`config.mk`:
```
export PLATFORM = sky130hd
export DESIGN_NAME = sorted_list_merge_linker_flat
export DESIGN_NICKNAME = d
export VERILOG_FILES = /design/src/rtl/slml_pkg.sv /design/src/rtl/slml_in_if.sv /design/src/rtl/slml_out_if.sv /design/src/rtl/slml_ram.sv /design/src/rtl/slml_dp.sv /design/src/rtl/slml_ctrl.sv /design/src/rtl/sorted_list_merge_linker.sv /design/src/flat_wrapper.sv
export SDC_FILE = /design/constraint.sdc
export NUM_CORES = 1
export LEC_CHECK = 0
export ABC_AREA = 1
export BUFFER_PORTS_ARGS = -buffer_cell sky130_fd_sc_hd__buf_2
export CAP_MARGIN = 20
export CORE_UTILIZATION = 50
export CTS_CLUSTER_SIZE = 30
export DETAILED_ROUTE_END_ITERATION = 8
export PLACE_DENSITY = 0.65
export SYNTH_ARGS = -nofsm -noshare
export SYNTH_HDL_FRONTEND = slang
export SYNTH_HIERARCHICAL = 1
export SYNTH_SLANG_ARGS = --single-unit
```
`constraint.sdc`:
```
create_clock -name clk -period 8.5 [get_ports clk]
set_clock_uncertainty 0.1 [all_clocks]
set_input_delay 0.85 -clock clk [delete_from_list [all_inputs] [get_ports clk]]
set_output_delay 0.85 -clock clk [all_outputs]
set_load 0.02 [all_outputs]
```
`src/rtl/slml_pkg.sv`:
```
// ----------------------------------------------------------------------------
// slml_pkg: shared types and codes of the sorted list merge linker
// Command and result codes, fixed field widths, and the command/status
// structs between the controller and the datapath.
// ----------------------------------------------------------------------------
package slml_pkg;

	localparam int CMD_W      = 2;
	localparam int IN_VALUE_W = 32;
	localparam int KIND_W     = 2;
	localparam int OUT_IDX_W  = 4;

	localparam int DEF_LIST_DEPTH  = 16;
	localparam int DEF_VALUE_WIDTH = 32;

	localparam logic [CMD_W-1:0] CMD_LOAD_A = 2'd0;
	localparam logic [CMD_W-1:0] CMD_LOAD_B = 2'd1;
	localparam logic [CMD_W-1:0] CMD_START  = 2'd2;

	localparam logic [KIND_W-1:0] KIND_HEAD  = 2'd0;
	localparam logic [KIND_W-1:0] KIND_LINK  = 2'd1;
	localparam logic [KIND_W-1:0] KIND_ERROR = 2'd2;

	// controller -> datapath
	typedef struct packed {
		logic load_a;
		logic load_b;
		logic walk_init;
		logic step;
		logic tail;
		logic error;
	} slml_ctl_t;

	// datapath -> controller
	typedef struct packed {
		logic a_empty;
		logic b_empty;
		logic walk_end;
		logic out_free;
	} slml_sts_t;

endpackage

```
`src/rtl/slml_in_if.sv`:
```
// ----------------------------------------------------------------------------
// slml_in_if: input item channel
// Valid/ready channel carrying one command and one value per item.
// ----------------------------------------------------------------------------
interface slml_in_if;
	import slml_pkg::*;

	logic                         valid;
	logic                         ready;
	logic [CMD_W-1:0]             cmd;
	logic signed [IN_VALUE_W-1:0] value;

	modport source (output valid, output cmd, output value, input ready);
	modport sink (input valid, input cmd, input value, output ready);

endinterface

```
`src/rtl/slml_out_if.sv`:
```
// ----------------------------------------------------------------------------
// slml_out_if: result item channel
// Valid/ready channel carrying one head, link or error result per item.
// ----------------------------------------------------------------------------
interface slml_out_if;
	import slml_pkg::*;

	logic                 valid;
	logic                 ready;
	logic [KIND_W-1:0]    kind;
	logic                 from_list;
	logic [OUT_IDX_W-1:0] from_index;
	logic                 to_list;
	logic [OUT_IDX_W-1:0] to_index;
	logic                 last;

	modport source (output valid, output kind, output from_list, output from_index,
		output to_list, output to_index, output last, input ready);
	modport sink (input valid, input kind, input from_list, input from_index,
		input to_list, input to_index, input last, output ready);

endinterface

```
`src/rtl/slml_ram.sv`:
```
// ----------------------------------------------------------------------------
// slml_ram: generic single-write, single-read RAM
// One write port and one read port with registered read data.
// ----------------------------------------------------------------------------
module slml_ram #(
	parameter int WIDTH = 32,
	parameter int DEPTH = 16
) (
	input  logic                     clk,
	input  logic                     we,
	input  logic [$clog2(DEPTH)-1:0] waddr,
	input  logic [WIDTH-1:0]         wdata,
	input  logic [$clog2(DEPTH)-1:0] raddr,
	output logic [WIDTH-1:0]         rdata
);

	logic [WIDTH-1:0] mem_q [DEPTH];

	always_ff @(posedge clk) begin
		if (we) begin
			mem_q[waddr] <= wdata;
		end
		rdata <= mem_q[raddr];
	end

endmodule

```
`src/rtl/slml_dp.sv`:
```
// ----------------------------------------------------------------------------
// slml_dp: merge datapath
// List stores, counts, walk indices, compare and the result register.
// ----------------------------------------------------------------------------
module slml_dp #(
	parameter int LIST_DEPTH  = 16,
	parameter int VALUE_WIDTH = 32
) (
	input  logic                                  clk,
	input  logic                                  arst_n,
	input  slml_pkg::slml_ctl_t                   ctl,
	output slml_pkg::slml_sts_t                   sts,
	input  logic signed [slml_pkg::IN_VALUE_W-1:0] in_value,
	slml_out_if.source                            results
);
	import slml_pkg::*;

	localparam int IDX_W = $clog2(LIST_DEPTH);
	localparam int CNT_W = $clog2(LIST_DEPTH + 1);

	logic [CNT_W-1:0]            cnt_a_q, cnt_b_q, ia_q, ib_q;
	logic                        first_q, took_b_q;
	logic                        prev_list_q;
	logic [OUT_IDX_W-1:0]        prev_idx_q;
	logic                        out_valid_q;
	logic [KIND_W-1:0]           kind_q;
	logic                        from_list_q, to_list_q, last_q;
	logic [OUT_IDX_W-1:0]        from_idx_q, to_idx_q;

	logic [VALUE_WIDTH+IN_VALUE_W-1:0] value_ext;
	logic [VALUE_WIDTH-1:0]      wdata;
	logic                        we_a, we_b;
	logic [VALUE_WIDTH-1:0]      rdata_a, rdata_b;
	logic [IDX_W-1:0]            raddr_a, raddr_b;
	logic [CNT_W:0]              ia_inc, ib_inc;
	logic [CNT_W+OUT_IDX_W-1:0]  ia_ext, ib_ext;
	logic [OUT_IDX_W-1:0]        ia_out, ib_out, pick_idx;
	logic                        take_b;

	// low VALUE_WIDTH bits of the input, zero-filled above bit 31
	assign value_ext = {{VALUE_WIDTH{1'b0}}, in_value};
	assign wdata     = value_ext[VALUE_WIDTH-1:0];

	assign we_a = ctl.load_a && (cnt_a_q < CNT_W'(LIST_DEPTH));
	assign we_b = ctl.load_b && (cnt_b_q < CNT_W'(LIST_DEPTH));

	assign ia_inc = {1'b0, ia_q} + 1'b1;
	assign ib_inc = {1'b0, ib_q} + 1'b1;

	// ties go to B
	assign take_b = !($signed(rdata_a) < $signed(rdata_b));

	// address the entry that will be current in the next cycle
	always_comb begin
		raddr_a = ia_q[IDX_W-1:0];
		raddr_b = ib_q[IDX_W-1:0];
		if (ctl.walk_init) begin
			raddr_a = '0;
			raddr_b = '0;
		end else if (ctl.step) begin
			if (take_b) begin
				raddr_b = ib_inc[IDX_W-1:0];
			end else begin
				raddr_a = ia_inc[IDX_W-1:0];
			end
		end
	end

	assign ia_ext   = {{OUT_IDX_W{1'b0}}, ia_q};
	assign ib_ext   = {{OUT_IDX_W{1'b0}}, ib_q};
	assign ia_out   = ia_ext[OUT_IDX_W-1:0];
	assign ib_out   = ib_ext[OUT_IDX_W-1:0];
	assign pick_idx = take_b ? ib_out : ia_out;

	slml_ram #(.WIDTH(VALUE_WIDTH), .DEPTH(LIST_DEPTH)) u_ram_a (
		.clk   (clk),
		.we    (we_a),
		.waddr (cnt_a_q[IDX_W-1:0]),
		.wdata (wdata),
		.raddr (raddr_a),
		.rdata (rdata_a)
	);

	slml_ram #(.WIDTH(VALUE_WIDTH), .DEPTH(LIST_DEPTH)) u_ram_b (
		.clk   (clk),
		.we    (we_b),
		.waddr (cnt_b_q[IDX_W-1:0]),
		.wdata (wdata),
		.raddr (raddr_b),
		.rdata (rdata_b)
	);

	assign sts.a_empty  = (cnt_a_q == '0);
	assign sts.b_empty  = (cnt_b_q == '0);
	assign sts.walk_end = take_b ? (ib_inc >= {1'b0, cnt_b_q}) : (ia_inc >= {1'b0, cnt_a_q});
	assign sts.out_free = !out_valid_q || results.ready;

	// counts and walk state
	always_ff @(posedge clk or negedge arst_n) begin
		if (!arst_n) begin
			cnt_a_q  <= '0;
			cnt_b_q  <= '0;
			ia_q     <= '0;
			ib_q     <= '0;
			first_q  <= 1'b0;
			took_b_q <= 1'b0;
		end else begin
			if (we_a) begin
				cnt_a_q <= cnt_a_q + 1'b1;
			end
			if (we_b) begin
				cnt_b_q <= cnt_b_q + 1'b1;
			end
			if (ctl.walk_init) begin
				ia_q    <= '0;
				ib_q    <= '0;
				first_q <= 1'b1;
			end else if (ctl.step) begin
				first_q  <= 1'b0;
				took_b_q <= take_b;
				if (take_b) begin
					ib_q <= ib_inc[CNT_W-1:0];
				end else begin
					ia_q <= ia_inc[CNT_W-1:0];
				end
			end
			if (ctl.tail || ctl.error) begin
				cnt_a_q <= '0;
				cnt_b_q <= '0;
			end
		end
	end

	// previous element, payload only
	always_ff @(posedge clk) begin
		if (ctl.step) begin
			prev_list_q <= take_b;
			prev_idx_q  <= pick_idx;
		end
	end

	// result register
	always_ff @(posedge clk or negedge arst_n) begin
		if (!arst_n) begin
			out_valid_q <= 1'b0;
		end else if (ctl.step || ctl.tail || ctl.error) begin
			out_valid_q <= 1'b1;
		end else if (results.ready) begin
			out_valid_q <= 1'b0;
		end
	end

	always_ff @(posedge clk) begin
		if (ctl.error) begin
			kind_q      <= KIND_ERROR;
			from_list_q <= 1'b0;
			from_idx_q  <= '0;
			to_list_q   <= 1'b0;
			to_idx_q    <= '0;
			last_q      <= 1'b1;
		end else if (ctl.step) begin
			last_q <= 1'b0;
			if (first_q) begin
				kind_q      <= KIND_HEAD;
				from_list_q <= take_b;
				from_idx_q  <= pick_idx;
				to_list_q   <= 1'b0;
				to_idx_q    <= '0;
			end else begin
				kind_q      <= KIND_LINK;
				from_list_q <= prev_list_q;
				from_idx_q  <= prev_idx_q;
				to_list_q   <= take_b;
				to_idx_q    <= pick_idx;
			end
		end else if (ctl.tail) begin
			kind_q      <= KIND_LINK;
			from_list_q <= prev_list_q;
			from_idx_q  <= prev_idx_q;
			to_list_q   <= !took_b_q;
			to_idx_q    <= took_b_q ? ia_out : ib_out;
			last_q      <= 1'b1;
		end
	end

	assign results.valid      = out_valid_q;
	assign results.kind       = kind_q;
	assign results.from_list  = from_list_q;
	assign results.from_index = from_idx_q;
	assign results.to_list    = to_list_q;
	assign results.to_index   = to_idx_q;
	assign results.last       = last_q;

endmodule

```
`src/rtl/slml_ctrl.sv`:
```
// ----------------------------------------------------------------------------
// slml_ctrl: merge controller
// Decodes input items and sequences the empty check, the walk and the tail.
// ----------------------------------------------------------------------------
module slml_ctrl (
	input  logic                         clk,
	input  logic                         arst_n,
	input  logic                         in_valid,
	input  logic [slml_pkg::CMD_W-1:0]   in_cmd,
	output logic                         in_ready,
	input  slml_pkg::slml_sts_t          sts,
	output slml_pkg::slml_ctl_t          ctl
);
	import slml_pkg::*;

	typedef enum logic [1:0] {
		ST_IDLE,
		ST_START,
		ST_WALK,
		ST_TAIL
	} state_t;

	state_t state_q, state_d;

	assign in_ready = (state_q == ST_IDLE);

	always_comb begin
		ctl     = '0;
		state_d = state_q;
		case (state_q)
			ST_IDLE: begin
				if (in_valid) begin
					case (in_cmd)
						CMD_LOAD_A: ctl.load_a = 1'b1;
						CMD_LOAD_B: ctl.load_b = 1'b1;
						CMD_START:  state_d = ST_START;
						default: ;
					endcase
				end
			end
			ST_START: begin
				if (sts.a_empty || sts.b_empty) begin
					if (sts.out_free) begin
						ctl.error = 1'b1;
						state_d   = ST_IDLE;
					end
				end else begin
					ctl.walk_init = 1'b1;
					state_d       = ST_WALK;
				end
			end
			ST_WALK: begin
				if (sts.out_free) begin
					ctl.step = 1'b1;
					if (sts.walk_end) begin
						state_d = ST_TAIL;
					end
				end
			end
			ST_TAIL: begin
				if (sts.out_free) begin
					ctl.tail = 1'b1;
					state_d  = ST_IDLE;
				end
			end
			default: state_d = ST_IDLE;
		endcase
	end

	always_ff @(posedge clk or negedge arst_n) begin
		if (!arst_n) begin
			state_q <= ST_IDLE;
		end else begin
			state_q <= state_d;
		end
	end

endmodule

```
`src/rtl/sorted_list_merge_linker.sv`:
```
// ----------------------------------------------------------------------------
// sorted_list_merge_linker: merge of two sorted linked lists
// Loads two ascending lists, then on a start item emits the merged head and
// every rewritten next-link in order, B first on equal values.
// ----------------------------------------------------------------------------
//
//  channel   dir   handshake      payload
//  items     in    valid/ready    cmd[1:0], value[31:0] signed
//  results   out   valid/ready    kind, from_list, from_index, to_list,
//                                 to_index, last
//
// A load item is taken while the controller is idle. A start item is accepted,
// then the counts are checked and the list RAMs primed, then the walk takes one
// step per element consumed, then the closing link is sent. The RAM read
// addresses are set ahead, so the registered read data feed the compare once per
// step. An empty list gives one error result instead. Reset clears the counts
// and the controller; the list stores hold no reset value. A stalled results
// channel holds the walk in place; items are refused until the run is done.
//
module sorted_list_merge_linker #(
	parameter int LIST_DEPTH  = slml_pkg::DEF_LIST_DEPTH,
	parameter int VALUE_WIDTH = slml_pkg::DEF_VALUE_WIDTH
) (
	input  logic       clk,
	input  logic       arst_n,
	slml_in_if.sink    items,
	slml_out_if.source results
);
	import slml_pkg::*;

	slml_ctl_t ctl;
	slml_sts_t sts;

	// sequence loads, the empty check, the walk and the tail
	slml_ctrl u_ctrl (
		.clk      (clk),
		.arst_n   (arst_n),
		.in_valid (items.valid),
		.in_cmd   (items.cmd),
		.in_ready (items.ready),
		.sts      (sts),
		.ctl      (ctl)
	);

	// stores, compare and result register
	slml_dp #(
		.LIST_DEPTH  (LIST_DEPTH),
		.VALUE_WIDTH (VALUE_WIDTH)
	) u_dp (
		.clk      (clk),
		.arst_n   (arst_n),
		.ctl      (ctl),
		.sts      (sts),
		.in_value (items.value),
		.results  (results)
	);

	// never overwrite a result that is still waiting
	a_no_overwrite: assert property (@(posedge clk) disable iff (!arst_n)
		(ctl.step || ctl.tail || ctl.error) |-> sts.out_free)
		else $error("result register loaded while occupied");

	// both counts cleared once a run ends
	a_counts_cleared: assert property (@(posedge clk) disable iff (!arst_n)
		(ctl.tail || ctl.error) |=> (sts.a_empty && sts.b_empty))
		else $error("counts not cleared after a run");

	// a head is always followed by at least the closing link
	a_head_not_last: assert property (@(posedge clk) disable iff (!arst_n)
		(results.valid && results.kind == KIND_HEAD) |-> !results.last)
		else $error("head result marked last");

	// an error result ends the run by itself
	a_error_last: assert property (@(posedge clk) disable iff (!arst_n)
		(results.valid && results.kind == KIND_ERROR) |-> results.last)
		else $error("error result not marked last");

endmodule

```
`src/flat_wrapper.sv`:
```
// flat-port wrapper written by rule: the top's interface ports become plain ports
module sorted_list_merge_linker_flat import slml_pkg::*;
#(
	parameter int LIST_DEPTH  = slml_pkg::DEF_LIST_DEPTH,
	parameter int VALUE_WIDTH = slml_pkg::DEF_VALUE_WIDTH
)
  (clk, arst_n, items_valid, items_cmd, items_value, items_ready, results_valid, results_kind, results_from_list, results_from_index, results_to_list, results_to_index, results_last, results_ready);
  slml_in_if items_i ();
  slml_out_if results_i ();
  input  logic clk;
  input  logic arst_n;
  input wire logic [$bits(items_i.valid)-1:0] items_valid;
  input wire logic [$bits(items_i.cmd)-1:0] items_cmd;
  input wire logic [$bits(items_i.value)-1:0] items_value;
  output wire logic [$bits(items_i.ready)-1:0] items_ready;
  output wire logic [$bits(results_i.valid)-1:0] results_valid;
  output wire logic [$bits(results_i.kind)-1:0] results_kind;
  output wire logic [$bits(results_i.from_list)-1:0] results_from_list;
  output wire logic [$bits(results_i.from_index)-1:0] results_from_index;
  output wire logic [$bits(results_i.to_list)-1:0] results_to_list;
  output wire logic [$bits(results_i.to_index)-1:0] results_to_index;
  output wire logic [$bits(results_i.last)-1:0] results_last;
  input wire logic [$bits(results_i.ready)-1:0] results_ready;
  assign items_i.valid = items_valid;
  assign items_i.cmd = items_cmd;
  assign items_i.value = items_value;
  assign items_ready = items_i.ready;
  assign results_valid = results_i.valid;
  assign results_kind = results_i.kind;
  assign results_from_list = results_i.from_list;
  assign results_from_index = results_i.from_index;
  assign results_to_list = results_i.to_list;
  assign results_to_index = results_i.to_index;
  assign results_last = results_i.last;
  assign results_i.ready = results_ready;
  sorted_list_merge_linker #(.LIST_DEPTH(LIST_DEPTH), .VALUE_WIDTH(VALUE_WIDTH)) u_core (.clk(clk), .arst_n(arst_n), .items(items_i), .results(results_i));
endmodule
```
# [Word level (Yosys, flattened, before mapping)]
# Memories as Yosys holds them, arrays and structs flattened. A register that Yosys moved wholly into a read port is not among the register bits.
# Index checks and enable logic that the tools add are counted.
[word_totals] rom_bits=0 output_inout_bits=15 wordCells=124 inputBits=38 mem_count=2 ff_bits=43 ramBits=1024 latch_bits=0
[mem_list] memory="u_core.u_dp.u_ram_a.mem_q" words=16 word_bits=32 read_ports=1 rd_clocked_by_memory_dff=1 write_ports=1 line="slml_ram.sv:17" source="logic [WIDTH-1:0] mem_q [DEPTH];"
[mem_list] memory="u_core.u_dp.u_ram_b.mem_q" words=16 word_bits=32 read_ports=1 rd_clocked_by_memory_dff=1 write_ports=1 line="slml_ram.sv:17"
[classes] n_eq_ne=10 magnitude_cmp=5 n_bitwise=1 n_div=0 n_mul=0 shift=0 reduce_logical=24 n_addsub=4 n_mux=62
[op_table] operator="$mux W4" count=14
[op_table] operator="$mux W5" count=10
[op_table] operator="$lt A32 B32 Y1" count=1
[op_table] operator="$mux W1" count=27
[op_table] operator="$mux W2" count=10
[op_table] operator="$add A5 B1 Y6 const B" count=2
[op_table] operator="$ge A6 B5 Y1" count=2
[op_table] operator="$reduce_bool A2 Y1" count=6
[op_table] operator="$add A5 B1 Y5 const B" count=2
[op_table] operator="$logic_not A5 Y1" count=2
[op_table] operator="$lt A5 B5 Y1 const B" count=2
[op_table] operator="$ne A2 B1 Y1 const B" count=4
[op_table] operator="$pmux W2 S4" count=1
[op_table] operator="$eq A2 B2 Y1 const B" count=3
[op_table] operator="$reduce_and A2 Y1" count=3
[op_table] operator="$logic_or A1 B1 Y1" count=5
[op_table] operator="$eq A2 B1 Y1 const B" count=2
[op_table] operator="$logic_not A2 Y1" count=2
[op_table] operator="$reduce_and A4 Y1" count=1
[op_table] operator="$logic_not A1 Y1" count=3
[op_table] operator="$logic_and A1 B1 Y1" count=2
[op_table] operator="$ne A2 B2 Y1 const B" count=1
[op_table] operator="$not A1 Y1" count=1

# [Depth between registers and ports, before layout]
# Gate-level depths: netlist (run 1).
[logic_depth] depth_word=7 mapped_depth=27

# [By module]
# Netlist (run 1), hierarchy kept.
[by_module_without_submodules] mod="slml_ram (u_core.u_dp.u_ram_a)" cells_per_inst=2122 instances=1 area_per_inst_um2=22748.1
[by_module_without_submodules] mod="slml_ram (u_core.u_dp.u_ram_b)" cells_per_inst=2120 instances=1 area_per_inst_um2=22730.6
[by_module_without_submodules] mod="slml_dp" cells_per_inst=427 instances=1 area_per_inst_um2=3114.2
[by_module_without_submodules] mod="slml_ctrl" cells_per_inst=27 instances=1 area_per_inst_um2=157.7

# [Least setup slack after synthesis (run 1)]
# Ideal clock, no wire load.
[synth_timing] path_type="in2reg" startpoint="input items_cmd[1]" endpoint="memory u_core.u_dp.u_ram_a.mem_q[11][0], enable pin" arrival_time_ns=2.802 stages=7 required_ns=7.979 n_path_buf=0 slack_ns=5.177 setup_time_ns=0.421 cell_sequence="inv_1 nand2_2 nor2_1 nand2_1 inv_1 nand3_1 nor2_1"
[synth_lines] item="start, declared" line="flat_wrapper.sv:13" source="input wire logic [$bits(items_i.cmd)-1:0] items_cmd;"
[synth_lines] item="end, declared" line="slml_ram.sv:17"

# [Worst setup path after layout (run 1)]
[layout_timing] startpoint="register u_core.u_dp.u_ram_b.rdata[19] (read register of u_core.u_dp.u_ram_b.mem_q)" endpoint="register u_core.u_dp.u_ram_b.rdata[10] (read register of u_core.u_dp.u_ram_b.mem_q)"
[layout_via] elab_chain_len=4
[layout_lines] item="start, declared" line="slml_ram.sv:14" source="output logic [WIDTH-1:0] rdata"
[layout_lines] item="$lt A32 B32 Y1" line="slml_dp.sv:51" source="assign take_b = !($signed(rdata_a) < $signed(rdata_b));"
[layout_lines] item="$mux W4" line="slml_dp.sv:61" source="if (take_b) begin"
[layout_lines] item="$mux W4" line="slml_dp.sv:60" source="end else if (ctl.step) begin"
[layout_lines] item="$mux W4" line="slml_dp.sv:57" source="if (ctl.walk_init) begin"
[layout_lines] item="net u_core.u_dp.raddr_b[0]" line="slml_dp.sv:34" source="logic [IDX_W-1:0] raddr_a, raddr_b;"
# The timed path passes the listed nets, and every way through them passes these cells.
# A chain may end at the register's enable or synchronous reset.

==> results.py, run 1 <==
metrics = {
    "outcome": {
        "status": "completed",
    },
    "clock_network": {
        "htreeDepth": 3,
        "cts_tree": "built",
        "post_cts_buffers": 0,
        "worstSkewPairLatency_ns": 0.69,
        "path_clk_slew_ns": 0.07,
        "post_cts_resized": 0,
        "clock_tree.buffer_depth": 3,
        "cts_sinks": 1131,
        "ctsHoldBuffers": 0,
        "numCtsBuffers": 113,
        "root_buffer": "clkbuf_16",
    },
    "cells_and_area": {
        "syn_to_final_growth_pct": 10.2,
        "final_area_um2": 53700,
        "stdcell_count": 6080,
        "drive_gt1_share_pct": 7.22,
        "layout.nets": 4788,
    },
    "placement": {
        "placedCellCount": 5863,
        "post-dp-hpwl_um": 58800,
        "post-place-ws_ns": 3.46,
        "io_buffers": 52,
        "globalplace.congestion": 0.841,
        "placed_area_um2": 49900,
    },
    "synthesis": {
        "synth_seq_area_share_pct": 67.8,
        "yosysUniqueCellTypes": 36,
        "synth_top_cell_area_share_pct": 63.4,
        "synth_top_area_cell": "edfxtp_1",
        "synth_seq_cells": 1131,
        "syn_area_per_cell_um2": 10.4,
        "synth_edf_count": 1029,
        "synth_cells": 4696,
        "synthTopCellsByArea": "edfxtp_1 63%, nand2_1 11%, nand3_1 8.3%, inv_1 6.6%, dfxtp_1 3.2%",
        "synth_commonest_cells": "1445 x nand2_1, 1029 x edfxtp_1, 860 x inv_1",
        "synth.most_common_cell": "nand2_1",
        "async_reset_ff_share_pct": 2.21,
        "synth-main-ff-cell": "edfxtp_1",
        "synth_nets": 4781,
        "ys_warn_count": 6,
        "netlist_area_um2": 48800,
    },
    "power": {
        "p_total_uw": 16800,
        "p_leak_uw": 0.0230,
        "vdd_drop_max_mv": 0.327,
        "powerDensity_nw_per_um2": 313,
    },
    "drt": {
        "drt_first_iter_violations": 3115,
        "ant_nets": 0,
        "viasPerCell": 5.26,
        "wl_per_cell_um": 19.6,
        "drtPass1Iterations": 6,
        "vias": 31973,
        "totalWireLength_um": 119000,
        "drcViolationCount": 0,
    },
    "global_route": {
        "grt_pass1_wl_um": 180000,
        "gr-total-overflow": 0,
        "grt_use_total_pct": 24.2,
        "grt_max_degree": 146,
        "antenna_found_initial": 3,
        "grt_pass1_vias": 29883,
    },
    "floorplanning": {
        "fp.coreArea_um2": 96600,
        "initial_core_util_pct": 50.5,
        "die_area_um2": 98800,
        "pin_count": 53,
        "fp.dieW_um": 314,
        "dieHeight_um": 314,
        "rows": 114,
    },
    "sta": {
        "rsz0062_at_grt": "no",
        "timing.fmax_ghz": 0.194,
        "setup_violations": 0,
        "drv_slew": 0,
        "min_period_ns": 5.14,
        "hold_viol": 0,
        "worst_slack_ns": 3.36,
        "worst_pin_slew_ns": 1.14,
        "tns_ns": 0,
        "final.period_utilization_pct": 60.5,
        "max_slew_margin_pct": 23.9,
    },
    "setup_path": {
        "crit_type": "reg -> reg",
        "start_kind": "flip-flop",
        "worst-path-max-fanout": 145,
        "critPathCaptureType": "flip-flop",
        "worstPathArrival_ns": 5.62,
        "required_ns": 8.98,
    },
    "flow_run": {
        "drv_cap": 0,
    },
    "min_path": {
        "min_path_type": "in -> async",
    },
}
layout make-up:
type,count,area [um^2]
clock buffers,159,3210
repair buffers,108,751
multi-input cells,2482,11300
diodes,1,2.50
well taps,1276,1600
inverters,867,3270
flip-flops and latches,1131,33100
fillers,7929,42900
clock inverters,56,534
worst paths after layout:
path,slack (ns),end,cells after the start,from
max,3.36,u_core/u_dp/u_ram_b/rdata[10],20,u_core/u_dp/u_ram_b/rdata[19]
min,0.06,u_core/u_dp/cnt_b_q[0],1,arst_n
max reg2reg,3.36,u_core/u_dp/u_ram_b/rdata[10],20,u_core/u_dp/u_ram_b/rdata[19]
min reg2reg,0.35,u_core/u_dp/results.kind[1],2,u_core/u_dp/results.kind[1]
max in group asynchronous,7.84,u_core/u_dp/cnt_b_q[3],1,arst_n
min in group clk,0.35,u_core/u_dp/results.kind[1],2,u_core/u_dp/results.kind[1]
state kept, by name, summed over array words and instances (netlist names):
register	cells
u_core/u_ctrl/state_q	2
u_core/u_dp/cnt_a_q	5
u_core/u_dp/cnt_b_q	5
u_core/u_dp/first_q	1
u_core/u_dp/ia_q	5
u_core/u_dp/ib_q	5
u_core/u_dp/prev_idx_q	4
u_core/u_dp/prev_list_q	1
u_core/u_dp/results.from_index	4
u_core/u_dp/results.from_list	1
u_core/u_dp/results.kind	2
u_core/u_dp/results.last	1
u_core/u_dp/results.to_index	4
u_core/u_dp/results.to_list	1
u_core/u_dp/results.valid	1
u_core/u_dp/took_b_q	1
u_core/u_dp/u_ram_a/mem_q	512
u_core/u_dp/u_ram_a/rdata	32
u_core/u_dp/u_ram_b/mem_q	512
u_core/u_dp/u_ram_b/rdata	32
per-layer routing:
layer	up-vias	wire length, um	global-route usage, %
met5	-	10	0
met4	2	3470	8.07
met3	221	9410	3.21
met2	1213	55800	39.2
met1	15363	50300	33.7
li1	15174	-	-
through the flow:
step	util (%)	hold slack, ns
6_report	55.6	0.0635
3_5_place_dp	51.7	0.336
4_1_cts	55.6	0.0519
5_1_grt	55.6	0.100
3_3_place_gp	51.7	0.325
2_1_floorplan	-	0.384
cell families (layout without fill, tap and decap cells):
| kind of cell | Yosys count | count (layout) | share of synthesized area, % |
|---|---|---|---|
| XOR/XNOR | 6 | 6 | 0.108 |
| AO/OA/AOI/OAI | 75 | 75 | 0.860 |
| buffers and inverters | 1083 | 1190 | 9.68 |
| other | 0 | 1 | 0 |
| adder cells (fa/ha/maj) | 47 | 47 | 1.21 |
| flip-flops | 1131 | 1131 | 67.8 |
| AND/OR/NAND/NOR | 2354 | 2354 | 20.3 |
critical path, stage by stage (launching register included):
cell	delay (ns)
dfxtp_1	0.31
inv_1	0.04
ha_1	0.29
a21oi_1	0.42
o21ai_0	0.16
nand2_1	0.09
nand3_1	0.10
a21oi_2	0.27
nand2_1	0.13
nand2_2	0.12
nand2_2	0.16
o21ai_2	0.55
o21ai_4	0.06
buf_4	0.29
inv_8	0.53
buf_12	0.48
nand2_1	0.12
nand3_1	0.14
nand3_1	0.10
nand3_1	0.13
nand2_1	0.06
report_power, final:
| group | internal (uW) | leakage (uW) | switching [uW] | total, uW |
|---|---|---|---|---|
| Clock | 2880 | 0.00185 | 2080 | 4960 |
| Sequential | 6380 | 0.0102 | 148 | 6530 |
| Combinational | 1560 | 0.0109 | 3770 | 5330 |
| Total | 10800 | 0.0230 | 6000 | 16800 |
cells in the final DEF, fill, tap and decap left out, types with 4 or more instances in the layout:
cell       count
nor2_1        42
nand2_1     1441
buf_4         51
nor3_1        12
dfxtp_1       77
clkbuf_16    113
buf_12         4
clkinv_1      13
inv_2          5
o21ai_4        4
nor2_4        32
xor2_1         5
bufinv_16      8
nand4_1        5
edfxtp_1    1029
a31oi_1        5
buf_2         52
clkinv_8       4
o21a_1         5
dfrtp_1       25
clkinv_2      26
nand3_1      809
nand2_2        5
o21ai_0       28
clkbuf_1      25
clkbuf_8      21
a21oi_1       25
inv_1        856
ha_1          47
No activity file was read; power rests on OpenSTA's default activity.
==> run 2, diff against run 1 <==
==> constraint.sdc (replaced) <==
create_clock -name clk -period 4.99 [get_ports clk]
set_clock_uncertainty 0.1 [all_clocks]
set_input_delay 0.499 -clock clk [delete_from_list [all_inputs] [get_ports clk]]
set_output_delay 0.499 -clock clk [all_outputs]
set_load 0.02 [all_outputs]
==> run 2 against run 1 <==
Against the previous run:
- register-to-register slack lost 2.7 ns
- die area is the same
- first-iteration DRC count grew 3.7%
- final area grew 0.40%
- total power grew 70%
- sequential share of layout area shrank 0.24 points
- via count grew 0.67%
- critical endpoint is now u_core/u_dp/u_ram_b/rdata[17]
- highest routed layer is now met4
==> results.py, run 2 (synthesized netlist as in run 1, its figures left out) <==
metrics = {
    "drt": {
        "wl_met2_um": 56900,
        "wl_per_cell_um": 19.9,
        "vias": 32188,
        "top_layer_used": "met4",
        "wl_met3_um": 9360,
        "drt_first_iter_violations": 3229,
        "wl_met1_um": 52000,
        "viasPerCell": 5.28,
        "drcViolationCount": 0,
        "ant_nets": 0,
        "drtPass1Iterations": 5,
        "totalWireLength_um": 121000,
    },
    "setup_path": {
        "worstPathArrival_ns": 4.78,
        "crit_type": "reg -> reg",
        "critPathCaptureType": "flip-flop",
        "worst-path-max-fanout": 129,
        "start_kind": "flip-flop",
        "required_ns": 5.47,
    },
    "sta": {
        "final.period_utilization_pct": 86.2,
        "drv_slew": 0,
        "timing.fmax_ghz": 0.232,
        "max_slew_margin_pct": 23.2,
        "worst_pin_slew_ns": 1.15,
        "setup_violations": 0,
        "min_period_ns": 4.30,
        "worst_slack_ns": 0.687,
        "tns_ns": 0,
        "hold_viol": 0,
        "rsz0062_at_grt": "no",
    },
    "floorplanning": {
        "rows": 114,
        "fp.coreArea_um2": 96600,
        "die_area_um2": 98800,
        "initial_core_util_pct": 50.5,
        "dieHeight_um": 314,
        "fp.dieW_um": 314,
        "pin_count": 53,
    },
    "clock_network": {
        "htreeDepth": 3,
        "cts_sinks": 1131,
        "numCtsBuffers": 114,
        "path_clk_slew_ns": 0.06,
        "post_cts_buffers": 0,
        "root_buffer": "clkbuf_16",
        "post_cts_resized": 0,
        "clock_tree.buffer_depth": 3,
        "ctsHoldBuffers": 1,
        "cts_tree": "built",
        "worstSkewPairLatency_ns": 0.69,
    },
    "cells_and_area": {
        "stdcell_count": 6098,
        "final_util_pct": 55.8,
        "final_common_cell": "nand2_1",
        "drive_gt1_share_pct": 7.40,
        "layout.nets": 4815,
        "syn_to_final_growth_pct": 10.6,
        "top_regs": "u_core/u_dp/u_ram_a/mem_q x512, u_core/u_dp/u_ram_b/mem_q x512",
        "fillers": 8026,
        "final_area_um2": 53900,
        "n_antenna_cell": 0,
        "layout_common_cells": "1441 x nand2_1, 1029 x edfxtp_1, 856 x inv_1",
    },
    "global_route": {
        "grt_use_total_pct": 24.8,
        "antenna_found_initial": 0,
        "gr-total-overflow": 0,
        "grt_pass1_wl_um": 185000,
        "grt_pass1_vias": 30865,
        "grt_max_degree": 146,
    },
    "placement": {
        "placedCellCount": 5889,
        "post-dp-hpwl_um": 64900,
        "globalplace.congestion": 0.809,
        "io_buffers": 52,
        "post-place-ws_ns": 0.730,
        "placed_area_um2": 50400,
    },
    "power": {
        "powerDensity_nw_per_um2": 529,
        "p_leak_uw": 0.0231,
        "vdd_drop_max_mv": 0.441,
    },
    "min_path": {
        "min_path_type": "in -> reg",
    },
    "flow_run": {
        "drv_cap": 0,
    },
    "outcome": {
        "status": "completed",
    },
}
run 2: cell count changes in the layout (fill, tap and decap cells not counted), sizes merged, moves of 3 or more:
| cell | change |
|---|---|
| buf | +25 |
| clkbuf | -19 |
| clkinv | +12 |
| inv | +4 |
| bufinv | -3 |
run 2: through the flow:
step | hold WS [ns] | power, uW
after detailed placement | 0.336 | 20600
after global routing | 0.0831 | 30200
after CTS | 0.0283 | 28600
after global placement | 0.327 | 20500
after floorplan | 0.103 | 18400
final | 0.0548 | 28500
run 2: report_power, final:
group,internal [uW],switching (uW)
clock,4510,3510
sequential,10900,249
combinational,2860,6530
run 2: path summary, 6_finish.rpt:
check	end	from	cells after the start	slack [ns]
max	u_core/u_dp/u_ram_b/rdata[17]	u_core/u_dp/u_ram_b/rdata[5]	20	0.69
min	u_core/u_dp/results.valid	results_ready	4	0.05
max reg2reg	u_core/u_dp/u_ram_b/rdata[17]	u_core/u_dp/u_ram_b/rdata[5]	20	0.69
min reg2reg	u_core/u_dp/results.kind[1]	u_core/u_dp/results.kind[1]	2	0.34
max in group asynchronous	u_core/u_dp/first_q	arst_n	2	4.12
min in group asynchronous	u_core/u_ctrl/state_q[1]	arst_n	2	0.25
run 2: cell type report:
| cell class | instances | area (um^2) | area share, % |
|---|---|---|---|
| well taps | 1276 | 1600 | 2.96 |
| flip-flops and latches | 1131 | 33100 | 61.3 |
| repair buffers | 134 | 1230 | 2.28 |
| inverters | 867 | 3270 | 6.07 |
| multi-input cells | 2482 | 11300 | 20.9 |
| clock inverters | 68 | 483 | 0.896 |
| clock buffers | 140 | 3000 | 5.56 |
run 2: layer usage:
metal | vias up | global-route usage (%)
met4 | 0 | 6.96
li1 | 15244 | -
met3 | 219 | 3.40
met1 | 15544 | 34.7
met5 | - | 0
met2 | 1181 | 40.6
run 2: critical path, stage by stage (launching register included):
cell     delay, ns
dfxtp_1       0.31
inv_1         0.05
ha_1          0.29
a21oi_1       0.17
nor2_1        0.06
nor3_2        0.10
nand2_1       0.18
nand2_1       0.10
nand2_1       0.18
nand2_1       0.18
nand3_1       0.20
nand2_2       0.30
o21ai_2       0.23
o21ai_4       0.43
buf_12        0.46
buf_4         0.33
nand2_1       0.09
nand3_1       0.09
nand3_1       0.07
nand3_1       0.10
nand2_1       0.06
